--- src/design/aik_pkg.sv ---
// Shared types, constants and arithmetic helpers for the arm cost gradient kernel.
package aik_pkg;

  localparam int WIDE_W           = 34;
  localparam int CORDIC_ITER_DEF  = 16;
  localparam int CORDIC_ITER_MAX  = 24;

  typedef logic signed [35:0]       ang_t;
  typedef logic signed [WIDE_W-1:0] wide_t;

  localparam ang_t ANG_PI      = 36'sd3373259426;
  localparam ang_t ANG_TWO_PI  = 36'sd6746518852;
  localparam ang_t ANG_HALF_PI = 36'sd1686629713;
  localparam ang_t CORDIC_GAIN = 36'sd652032874;

  localparam logic [15:0] UPPER_ARM_RST = 16'd8126;
  localparam logic [15:0] FOREARM_RST   = 16'd8126;
  localparam logic [15:0] WRIST_RST     = 16'd8258;
  localparam logic [15:0] BASE_H_RST    = 16'd5046;

  typedef enum logic [1:0] {
    REG_UPPER_ARM = 2'd0,
    REG_FOREARM   = 2'd1,
    REG_WRIST     = 2'd2,
    REG_BASE_H    = 2'd3
  } cfg_reg_t;

  typedef struct packed {
    logic signed [16:0] x;
    logic signed [16:0] y;
    logic signed [16:0] z;
  } tgt_t;

  // Position plus the partials of the position for joints 2 to 4, all Q24.
  typedef struct packed {
    wide_t fx;
    wide_t fy;
    wide_t fz;
    wide_t gx2;
    wide_t gy2;
    wide_t gx3;
    wide_t gy3;
    wide_t gx4;
    wide_t gy4;
    wide_t gz2;
    wide_t gz3;
    wide_t gz4;
  } kin_t;

  function automatic ang_t atan_f(input int i);
    ang_t v;
    case (i)
      0:  v = 36'sh03243F6A8;
      1:  v = 36'sh01DAC6705;
      2:  v = 36'sh00FADBAFC;
      3:  v = 36'sh007F56EA6;
      4:  v = 36'sh003FEAB76;
      5:  v = 36'sh001FFD55B;
      6:  v = 36'sh000FFFAAA;
      7:  v = 36'sh0007FFF55;
      8:  v = 36'sh0003FFFEA;
      9:  v = 36'sh0001FFFFD;
      10: v = 36'sh0000FFFFF;
      11: v = 36'sh00007FFFF;
      12: v = 36'sh00003FFFF;
      13: v = 36'sh00001FFFF;
      14: v = 36'sh00000FFFF;
      15: v = 36'sh000007FFF;
      16: v = 36'sh000003FFF;
      17: v = 36'sh000001FFF;
      18: v = 36'sh000000FFF;
      19: v = 36'sh0000007FF;
      20: v = 36'sh0000003FF;
      21: v = 36'sh0000001FF;
      22: v = 36'sh0000000FF;
      23: v = 36'sh00000007F;
      default: v = '0;
    endcase
    return v;
  endfunction

  // Q24 by Q24 product, floored back to Q24.
  function automatic wide_t mul24(input wide_t a, input wide_t b);
    logic signed [2*WIDE_W-1:0] p;
    p = a * b;
    return p[WIDE_W+23:24];
  endfunction

endpackage

--- src/design/aik_angle.sv ---
// Angle range reduction: wrap into [-pi, pi), then fold into [-pi/2, pi/2].
module aik_angle (
  input  logic               clk,
  input  logic               en,
  input  aik_pkg::ang_t      a_i,
  output aik_pkg::ang_t      z_o,
  output logic               neg_o
);

  aik_pkg::ang_t w1, w2, w_r, z_nxt, z_r;
  logic          neg_nxt, neg_r;

  // Two wrap steps cover the widest sum of three joints.
  always_comb begin
    if (a_i >= aik_pkg::ANG_PI) begin
      w1 = a_i - aik_pkg::ANG_TWO_PI;
    end else if (a_i < -aik_pkg::ANG_PI) begin
      w1 = a_i + aik_pkg::ANG_TWO_PI;
    end else begin
      w1 = a_i;
    end
    if (w1 >= aik_pkg::ANG_PI) begin
      w2 = w1 - aik_pkg::ANG_TWO_PI;
    end else if (w1 < -aik_pkg::ANG_PI) begin
      w2 = w1 + aik_pkg::ANG_TWO_PI;
    end else begin
      w2 = w1;
    end
  end

  always_comb begin
    if (w_r > aik_pkg::ANG_HALF_PI) begin
      z_nxt   = w_r - aik_pkg::ANG_PI;
      neg_nxt = 1'b1;
    end else if (w_r < -aik_pkg::ANG_HALF_PI) begin
      z_nxt   = w_r + aik_pkg::ANG_PI;
      neg_nxt = 1'b1;
    end else begin
      z_nxt   = w_r;
      neg_nxt = 1'b0;
    end
  end

  always_ff @(posedge clk) begin
    if (en) begin
      w_r   <= w2;
      z_r   <= z_nxt;
      neg_r <= neg_nxt;
    end
  end

  assign z_o   = z_r;
  assign neg_o = neg_r;

endmodule

--- config.mk ---
export PLATFORM = sky130hd
export DESIGN_NAME = aik_angle
export DESIGN_NICKNAME = d
export VERILOG_FILES = /design/src/design/aik_pkg.sv /design/src/design/aik_angle.sv
export SDC_FILE = /design/constraint.sdc
export NUM_CORES = 1
export LEC_CHECK = 0
export ABC_CLOCK_PERIOD_IN_PS = 5390
export BUFFER_PORTS_ARGS = -buffer_cell sky130_fd_sc_hd__buf_4
export CELL_PAD_IN_SITES_DETAIL_PLACEMENT = 0
export CELL_PAD_IN_SITES_GLOBAL_PLACEMENT = 1
export CORE_ASPECT_RATIO = 2
export CORE_MARGIN = 3
export CORE_UTILIZATION = 47
export CTS_BUF_LIST = sky130_fd_sc_hd__clkbuf_2 sky130_fd_sc_hd__clkbuf_4 sky130_fd_sc_hd__clkbuf_8
export CTS_CLUSTER_SIZE = 14
export DETAILED_ROUTE_END_ITERATION = 8
export PLACE_DENSITY_LB_ADDON = 0.1
export SLEW_MARGIN = 20
export SYNTH_ARGS = -nofsm -noshare
export SYNTH_HDL_FRONTEND = slang
export SYNTH_SLANG_ARGS = --single-unit
export TNS_END_PERCENT = 1
--- constraint.sdc ---
create_clock -name clk -period 5.39 [get_ports clk]
set_input_delay 0.539 -clock clk [delete_from_list [all_inputs] [get_ports clk]]
set_output_delay 0.539 -clock clk [all_outputs]
set_load 0.01 [all_outputs]
Word level (Yosys, flattened, before mapping)
Index checks and enable logic that the tools add are counted.
{"block": "word_totals", "register_bits": 73, "in_bits": 38, "out_inout_bits": 37}
{"block": "op_classes", "add_sub_neg": 6, "order_cmp": 6, "n_mux": 7}
{"op": "$mux W36", "n": 6}
{"op": "$add A36 B34 Y36 const B", "n": 2}
{"op": "$ge A36 B33 Y1 const B", "n": 2}
{"op": "$lt A36 B33 Y1 const B", "n": 2}
{"op": "$sub A36 B34 Y36 const B", "n": 2}
{"op": "$add A36 B33 Y36 const B", "n": 1}
{"op": "$gt A36 B32 Y1 const B", "n": 1}
{"op": "$lt A36 B32 Y1 const B", "n": 1}
{"op": "$sub A36 B33 Y36 const B", "n": 1}
{"op": "$mux W1", "n": 1}

Logic depth before layout (Yosys ltp)
Gate-level depths: netlist of run 1.
{"block": "depth", "depth_word": 6, "ltp_mapped": 20, "depth_no_buf": 17}

Least setup slack after synthesis of run 1
No wires, ideal clock.
{"block": "synth_timing", "kind": "input to register", "startpoint": "in a_i[26]", "endpoint": "reg w_r[28] (data pin)", "setup_time_ps": 279, "arrival_ps": 4157, "t_required_ps": 5111, "slack_ps": 954, "cell_stages": 18, "n_path_buf": 3, "path_cell_list": "buf_2 nand2_1 or4b_1 or3_1 o21ai_2 buf_4 nand2b_1 a22oi_1 ha_1 inv_1 or4_1 a31oi_1 o211ai_1 and4_1 o21bai_4 buf_4 o22ai_1 xnor2_1"}
{"block": "synth_via", "elab_chain_cells": 6}
{"element": "start: declaration", "line_no": "aik_angle.sv:5", "source": "input aik_pkg::ang_t a_i,"}
{"element": "$add A36 B34 Y36 or $lt A36 B33 Y1 (tied branches)", "line_no": "aik_angle.sv:18, aik_angle.sv:17"}
{"element": "$mux W36", "line_no": "aik_angle.sv:17", "source": "end else if (a_i < -aik_pkg::ANG_PI) begin"}
{"element": "$mux W36 (*)", "line_no": "aik_angle.sv:15", "source": "if (a_i >= aik_pkg::ANG_PI) begin"}
{"element": "$add A36 B34 Y36 or $lt A36 B33 Y1 (tied branches)", "line_no": "aik_angle.sv:25, aik_angle.sv:24"}
{"element": "$mux W36", "line_no": "aik_angle.sv:24", "source": "end else if (w1 < -aik_pkg::ANG_PI) begin"}
{"element": "$mux W36 (*)", "line_no": "aik_angle.sv:22", "source": "if (w1 >= aik_pkg::ANG_PI) begin"}
{"element": "via w2[28]", "line_no": "aik_angle.sv:10", "source": "aik_pkg::ang_t w1, w2, w_r, z_nxt, z_r;"}
{"element": "end signal: assignment", "line_no": "aik_angle.sv:46", "source": "w_r <= w2;"}
{"element": "end: declaration", "line_no": "aik_angle.sv:10"}
The timed path passes the listed nets; every way through them passes the cells marked *.
A chain may end at the register's enable or synchronous reset.

Final worst setup path of run 1
{"block": "layout_timing", "startpoint": "in a_i[10]", "endpoint": "reg w_r[3] (data pin)"}
{"block": "layout_via", "elab_chain_cells": 6}
{"element": "$lt A36 B33 Y1 or $add A36 B34 Y36 (tied branches)", "line_no": "aik_angle.sv:17, aik_angle.sv:18"}
{"element": "$mux W36", "line_no": "aik_angle.sv:17"}
{"element": "$mux W36 (*)", "line_no": "aik_angle.sv:15"}
{"element": "$add A36 B34 Y36 or $lt A36 B33 Y1 (tied branches)", "line_no": "aik_angle.sv:25, aik_angle.sv:24"}
{"element": "$mux W36", "line_no": "aik_angle.sv:24"}
{"element": "$mux W36 (*)", "line_no": "aik_angle.sv:22"}
{"element": "via w2[3]", "line_no": "aik_angle.sv:10"}
Marked as above.

==> tab_implementation.tex, run 1 <==
\begin{tabular}{lr}
\hline
Metric & Value \\
\hline
\multicolumn{2}{l}{\textbf{Drt}} \\
\quad First-pass detailed-route iteration total & 5 \\
\quad Antenna Violating Nets Remaining & 0 \\
\quad Detailed-route wire length & about 23,000 µm \\
\quad Remaining DRCs & 0 \\
\quad Starting DRC count in detailed routing & $\sim$440 \\
\quad Ratio of routed vias to standard cells & about 6.4 \\
\quad Routed wire per std cell & between 20 and 25 µm \\
\quad Vias after detailed routing & roughly 7,200 \\
\multicolumn{2}{l}{\textbf{Place}} \\
\quad RD Place Congestion & 0.989 \\
\quad Cells after DPL & 1,117 \\
\quad Number of port buffers & between 70 and 80 \\
\quad Post-Place Cell Area & between 8000 and 9000 µm² \\
\quad Dpl hpwl & roughly 19,000 µm \\
\multicolumn{2}{l}{\textbf{CTS}} \\
\quad Worst-skew pair later-pin latency & 0.34 ns \\
\quad Number of buffers created by CTS & 9 \\
\quad Buffers from clock root to sink, at most & 2 \\
\quad Clock-pin slew reported for the worst setup and hold paths after clock tree synthesis & 0.07 ns \\
\quad TritonCTS clock tree & done \\
\quad Number of buffers inserted by hold repair at cts & 0 \\
\quad PostCTS Resize Cnt & 0 \\
\quad Setup Buffers After CTS & 0 \\
\quad Buffer cell driving the clock tree root & clkbuf\_8 \\
\quad Number of levels in the clock H-tree & 3 \\
\quad Clock Sink Count & 73 \\
\multicolumn{2}{l}{\textbf{Floorplan}} \\
\quad Num rows & 65 \\
\quad Die outline area & between 15,000 and 20,000 µm² \\
\quad Area of the core & approximately 16,000 µm² \\
\quad Starting density of the core & 0.479 \\
\quad Die Height & approximately 190 µm \\
\quad I/O Pins & between 70 and 80 \\
\quad DIE WIDTH & $\sim$96 µm \\
\multicolumn{2}{l}{\textbf{Logic synthesis}} \\
\quad Unique masters post-synth & 98 \\
\quad Most used flip-flop cell after synthesis & edfxtp\_1 \\
\quad Proportion of register bits with asynchronous set or reset after synthesis & 0 \\
\quad Number of storage elements in the synthesis netlist & 73 \\
\quad Most common cell in the netlist & xnor2\_1 \\
\quad Portion of the post-synthesis area used by sequential elements & 0.290 \\
\quad Avg Synthesized Cell Area & $\sim$8.6 µm² \\
\quad Synth area leader & edfxtp\_1 \\
\quad Number of synthesized flops with an enable pin & 73 \\
\quad Number of nets in the synthesized netlist & 925 \\
\quad Post-Synthesis Cell Area & 7560 µm² \\
\quad Leading cell types by count after synthesis & xnor2\_1, edfxtp\_1, nor2\_1 \\
\quad Warnings from Yosys & 0 \\
\quad Cell count after synthesis & 879 \\
\quad Top post-synthesis cells by area & edfxtp\_1, xnor2\_1, xor2\_1 \\
\quad Fraction of synthesized cell area taken by the top area cell type & 0.290 \\
\multicolumn{2}{l}{\textbf{STA}} \\
\quad Sum of negative setup slack & 0 ns \\
\quad Worst clock skew & just over 0.006 ns \\
\quad Final Hold Violating Endpoints & 0 \\
\quad Maximum clock rate & 211 MHz \\
\quad Count of final setup violators & 0 \\
\quad Max-slew violation total from the final report & 0 \\
\quad Actual slew at the worst max-slew pin & roughly 0.88 ns \\
\quad Headroom to the max-slew limit & 0.413 \\
\quad Min cycle time layout & 4.74 ns \\
\quad Share of the clock period used by the worst path after layout & 0.880 \\
\quad Setup repair after global routing missed its margin & no \\
\multicolumn{2}{l}{\textbf{Layout}} \\
\quad Cell area after layout & $\sim$8500 µm² \\
\quad FF+latch area & around 2200 µm² \\
\quad Total number of nets in the final design & 973 \\
\quad Layout cells sized above 1 & 0.178 \\
\quad Non-filler cells, final & between 1,000 and 1,500 \\
\quad Synthesis-to-layout area growth & 12.8\% \\
\quad Antenna cells & 0 \\
\quad Number of inserted filler cells in the final layout & approximately 1,500 \\
\quad Multi-input combinational cell area & a little under 5000 µm² \\
\multicolumn{2}{l}{\textbf{Critical path}} \\
\quad Largest fanout on the critical path & 36 \\
\quad Flop-to-flop setup slack & around 1.5 ns \\
\quad Startpoint of the worst-slack reg-to-reg timing path & w\_r[1] \\
\quad WP data arrival & just under 5 ns \\
\quad Setup crit end kind & flip-flop \\
\quad CP Data Required Time & approximately 5.5 ns \\
\quad Worst reg2reg path depth & 14 \\
\quad Endpoint of the lowest-slack register-to-register path & z\_o[33] \\
\quad Kind of start point of the critical path & input pin \\
\quad Kind of critical path & input pin to flip-flop \\
\multicolumn{2}{l}{\textbf{Job}} \\
\quad MaxCap Viol Count & 0 \\
\multicolumn{2}{l}{\textbf{Worst hold path}} \\
\quad Cells on Worst Hold Path & 1 \\
\quad Classification of the worst-slack hold path & input pin to flip-flop \\
\quad Hold Path Sink & w\_r[0] \\
\quad Hold path start & a\_i[0] \\
\multicolumn{2}{l}{\textbf{Power and ir drop}} \\
\quad Post-layout total power & about 2.6 mW \\
\quad Leakage Power & 3.02 nW \\
\quad P per Cell Area & $\sim$300 nW/µm² \\
\quad IR Drop Worst-Case VDD & between 100 and 150 µV \\
\multicolumn{2}{l}{\textbf{Global routing}} \\
\quad Total track usage & 0.268 \\
\quad Via count of the first global-routing pass & approximately 7,300 \\
\quad Number of antenna violations at the first check in global routing & 0 \\
\quad First-pass GRT wire length & 36,700 µm \\
\quad Total overflow reported by the global router & 0 \\
\quad Pin count of the biggest net entering global routing & 74 \\
\multicolumn{2}{l}{\textbf{Outcome}} \\
\quad Result of the run & finished clean \\
\hline
\end{tabular}
[per-layer routing]
metal  wire, µm  global-route usage  vias up  share of wire
li1           -                   -     3484              -
met1       7870               0.252     3416           0.34
met2      12800               0.513      261           0.55
met3        715              0.0154       78          0.031
met4       1960               0.208        0          0.084
met5          0                   0        -              0
[worst max-delay path: stages]
cell and delay [ns]:
buf_4 0.15, or3_1 0.42, a311oi_1 0.62, o311ai_2 0.30, nand2_1 0.22, mux2i_1 0.11, a22oi_1 0.22, ha_1 0.21
inv_1 0.09, or4_1 0.46, a31oi_1 0.22, o211ai_1 0.20, and4_1 0.29, o21bai_4 0.17, buf_12 0.21, a21oi_1 0.09
mux2_2 0.29
[logic make-up (layout without fill, tap and decap cells)]
family,Yosys count,in the layout,synth area share
compound gates,307,307,0.303
simple gates,289,289,0.208
xor+xnor,108,108,0.128
buf+inv,90,143,0.0520
flops,73,73,0.290
fa+ha+maj,8,8,0.0132
mux,4,4,0.00546
[per-stage QoR]
| stage | setup slack, ns | hold WS (ns) | utilization |
|---|---|---|---|
| detailed placement | 0.373 | 0.594 | 0.526 |
| floorplan | 0.954 | 0.475 | - |
| CTS | 0.760 | 0.347 | 0.541 |
| global route | 0.487 | 0.348 | 0.541 |
| global placement | 0.480 | 0.581 | 0.526 |
| finish | 0.649 | 0.369 | 0.541 |
[placed cells by master, fill, tap and decap left out, types with 19 or more instances in the layout]
cell type,instances
buf_4,103
inv_1,23
xnor2_1,75
nor2_1,64
nand3_1,19
xor2_1,30
o22ai_1,26
nor3_1,33
nand2_1,49
a31oi_1,19
edfxtp_1,73
o21ai_0,38
a21oi_1,48
[sequential cells by signal, indices dropped and copies added (netlist names)]
register,count
neg_o,1
w_r,36
z_o,36
[power breakdown]
group | switching [mW] | total [mW] | internal, mW
Sequential | 0.128 | 0.956 | 0.828
Combinational | 0.638 | 1.14 | 0.505
Clock | 0.187 | 0.490 | 0.303
[cell type report]
type                       instances  area share
sequential                        73       0.257
tap                              201      0.0295
multi-input combinational        716       0.583
clock inverter                     7      0.0128
inverter                          23      0.0101
clock buffer                       9      0.0145
timing repair buffer             104      0.0930
[worst max path at each step]
stage	slack, ns	endpoint	from
floorplan	0.95	w_r[28]	a_i[26]
global placement	0.48	w_r[3]	a_i[10]
detailed placement	0.37	w_r[3]	a_i[10]
finish	0.65	w_r[3]	a_i[10]
global route	0.49	w_r[3]	a_i[10]
CTS	0.76	w_r[3]	a_i[10]
(Power assumes the default switching activity.)
==> inputs of run 2 (changes only) <==
--- a/config.mk
+++ b/config.mk
@@ -15,6 +15,7 @@
 export CTS_BUF_LIST = sky130_fd_sc_hd__clkbuf_2 sky130_fd_sc_hd__clkbuf_4 sky130_fd_sc_hd__clkbuf_8
 export CTS_CLUSTER_SIZE = 14
 export DETAILED_ROUTE_END_ITERATION = 8
+export MAX_ROUTING_LAYER = met4
 export PLACE_DENSITY_LB_ADDON = 0.1
 export SLEW_MARGIN = 20
 export SYNTH_ARGS = -nofsm -noshare
==> tab_implementation.tex, run 2 (same netlist as run 1, synthesis figures left out) <==
\begin{tabular}{lr}
\hline
Metric & Value \\
\hline
\multicolumn{2}{l}{\textbf{Outcome}} \\
\quad Result of the run & finished clean \\
\multicolumn{2}{l}{\textbf{Critical path}} \\
\quad CP endpoint & w\_r[3] \\
\quad Flop-to-flop setup slack & between 1 and 1.5 ns \\
\quad WP data arrival & slightly below 5 ns \\
\quad Endpoint of the lowest-slack register-to-register path & z\_o[33] \\
\quad Kind of critical path & input pin to flip-flop \\
\quad Setup crit end kind & flip-flop \\
\quad Kind of start point of the critical path & input pin \\
\quad Largest fanout on the critical path & 36 \\
\quad Worst reg2reg path depth & 14 \\
\quad Startpoint of the worst-slack reg-to-reg timing path & w\_r[1] \\
\quad Critical path launch point & a\_i[10] \\
\quad CP Data Required Time & between 5 and 6 ns \\
\multicolumn{2}{l}{\textbf{Drt}} \\
\quad Routed wire per std cell & 20.7 µm \\
\quad Detailed-route wire length & 23,500 µm \\
\quad Antenna Violating Nets Remaining & 0 \\
\quad Ratio of routed vias to standard cells & between 6 and 7 \\
\quad First-pass detailed-route iteration total & 5 \\
\quad Starting DRC count in detailed routing & approximately 530 \\
\quad Vias after detailed routing & about 7,300 \\
\quad Remaining DRCs & 0 \\
\multicolumn{2}{l}{\textbf{Global routing}} \\
\quad Total overflow reported by the global router & 0 \\
\quad Number of antenna violations at the first check in global routing & 0 \\
\quad Pin count of the biggest net entering global routing & 74 \\
\quad First-pass GRT wire length & roughly 37,000 µm \\
\quad Via count of the first global-routing pass & 7,248 \\
\quad Total track usage & 0.277 \\
\multicolumn{2}{l}{\textbf{Floorplan}} \\
\quad Area of the core & between 15,000 and 20,000 µm² \\
\quad Die outline area & approximately 18,000 µm² \\
\quad Starting density of the core & 0.479 \\
\quad Die Height & 185 µm \\
\quad I/O Pins & 75 \\
\quad DIE WIDTH & between 90 and 100 µm \\
\quad Num rows & 65 \\
\multicolumn{2}{l}{\textbf{CTS}} \\
\quad Buffer cell driving the clock tree root & clkbuf\_8 \\
\quad Number of buffers created by CTS & 9 \\
\quad TritonCTS clock tree & done \\
\quad Buffers from clock root to sink, at most & 2 \\
\quad Setup Buffers After CTS & 0 \\
\quad Number of buffers inserted by hold repair at cts & 0 \\
\quad Clock Sink Count & 73 \\
\quad Worst-skew pair later-pin latency & around 0.34 ns \\
\quad Number of levels in the clock H-tree & 3 \\
\quad Clock-pin slew reported for the worst setup and hold paths after clock tree synthesis & roughly 0.070 ns \\
\quad PostCTS Resize Cnt & 0 \\
\multicolumn{2}{l}{\textbf{STA}} \\
\quad Final Hold Violating Endpoints & 0 \\
\quad Actual slew at the worst max-slew pin & approximately 0.86 ns \\
\quad Maximum clock rate & $\sim$210 MHz \\
\quad Min cycle time layout & 4.74 ns \\
\quad Share of the clock period used by the worst path after layout & 0.879 \\
\quad Setup repair after global routing missed its margin & no \\
\quad Worst clock skew & around 0.008 ns \\
\quad Max-slew violation total from the final report & 0 \\
\quad Count of final setup violators & 0 \\
\quad Headroom to the max-slew limit & 0.430 \\
\quad Sum of negative setup slack & 0 ns \\
\multicolumn{2}{l}{\textbf{Power and ir drop}} \\
\quad P per Cell Area & just under 300 nW/µm² \\
\quad IR Drop Worst-Case VDD & between 100 and 150 µV \\
\quad Leakage Power & about 3.0 nW \\
\multicolumn{2}{l}{\textbf{Layout}} \\
\quad Synthesis-to-layout area growth & 12.4\% \\
\quad Top library cells by usage in the layout, fill and taps aside & buf\_4, xnor2\_1, edfxtp\_1 \\
\quad Antenna cells & 0 \\
\quad Most common cell after layout, fill and taps aside & buf\_4 \\
\quad Layout cells sized above 1 & 0.178 \\
\quad Cell area after layout & $\sim$8500 µm² \\
\quad Number of inserted filler cells in the final layout & roughly 1,500 \\
\quad Total number of nets in the final design & around 1,000 \\
\multicolumn{2}{l}{\textbf{Place}} \\
\quad RD Place Congestion & about 1 \\
\quad Post-Place Cell Area & between 8000 and 9000 µm² \\
\quad Dpl hpwl & approximately 19,000 µm \\
\quad Number of port buffers & 74 \\
\multicolumn{2}{l}{\textbf{Job}} \\
\quad MaxCap Viol Count & 0 \\
\multicolumn{2}{l}{\textbf{Worst hold path}} \\
\quad Classification of the worst-slack hold path & input pin to flip-flop \\
\hline
\end{tabular}
run 2: power by group:
group,switching [mW],total [mW],internal [mW],leakage [nW]
clock network,0.182,0.390,0.208,0.0962
logic,0.641,1.15,0.507,2.19
registers,0.129,0.957,0.828,0.714
total,0.951,2.50,1.54,3.00
run 2: worst min path at each step:
stage / from / end / slack, ns / depth (start not counted)
floorplan: w_r[0] / z_o[0] / 0.47 / 0
global placement: w_r[22] / z_o[22] / 0.58 / 1
detailed placement: w_r[18] / z_o[18] / 0.58 / 1
CTS: a_i[0] / w_r[0] / 0.35 / 1
global route: a_i[0] / w_r[0] / 0.35 / 1
finish: a_i[0] / w_r[0] / 0.37 / 1
run 2: layout make-up:
class	count	area, µm²	share of cell area
Clock inverter	7	61.3	0.00722
Tap cell	201	251	0.0296
Multi-Input combinational cell	716	4970	0.585
Clock buffer	9	124	0.0146
Inverter	23	86.3	0.0102
Sequential cell	73	2190	0.258
Timing Repair Buffer	104	806	0.0949
run 2: metal layers:
metal | global-route usage | wire length [µm] | vias up
li1 | - | - | 3491
met4 | 0.205 | 1930 | 0
met3 | 0.0183 | 753 | 88
met1 | 0.252 | 7880 | 3466
met2 | 0.515 | 12900 | 276
met5 | - | 0 | -
run 2: through the flow:
| stage | setup slack (ns) | hold slack (ns) | util | std cells | total power, mW |
|---|---|---|---|---|---|
| floorplan | 0.954 | 0.475 | - | 879 | 1.74 |
| global placement | 0.423 | 0.583 | 0.527 | 1117 | 2.08 |
| finish | 0.650 | 0.368 | 0.538 | 1133 | 2.50 |
| CTS | 0.742 | 0.348 | 0.538 | 1133 | 2.50 |
| global route | 0.551 | 0.348 | 0.538 | 1133 | 2.67 |
| detailed placement | 0.364 | 0.582 | 0.527 | 1117 | 2.11 |
run 2: worst max-delay path, cell delays in order:
cell,delay [ns]
buf_4,0.16
or3_1,0.42
a311oi_1,0.64
o311ai_2,0.30
nand2_1,0.21
buf_4,0.23
a31oi_1,0.15
a211oi_4,0.46
a31oi_1,0.08
o311a_1,0.38
a2111o_1,0.49
o21bai_4,0.17
buf_12,0.21
a21oi_1,0.09
mux2_2,0.28
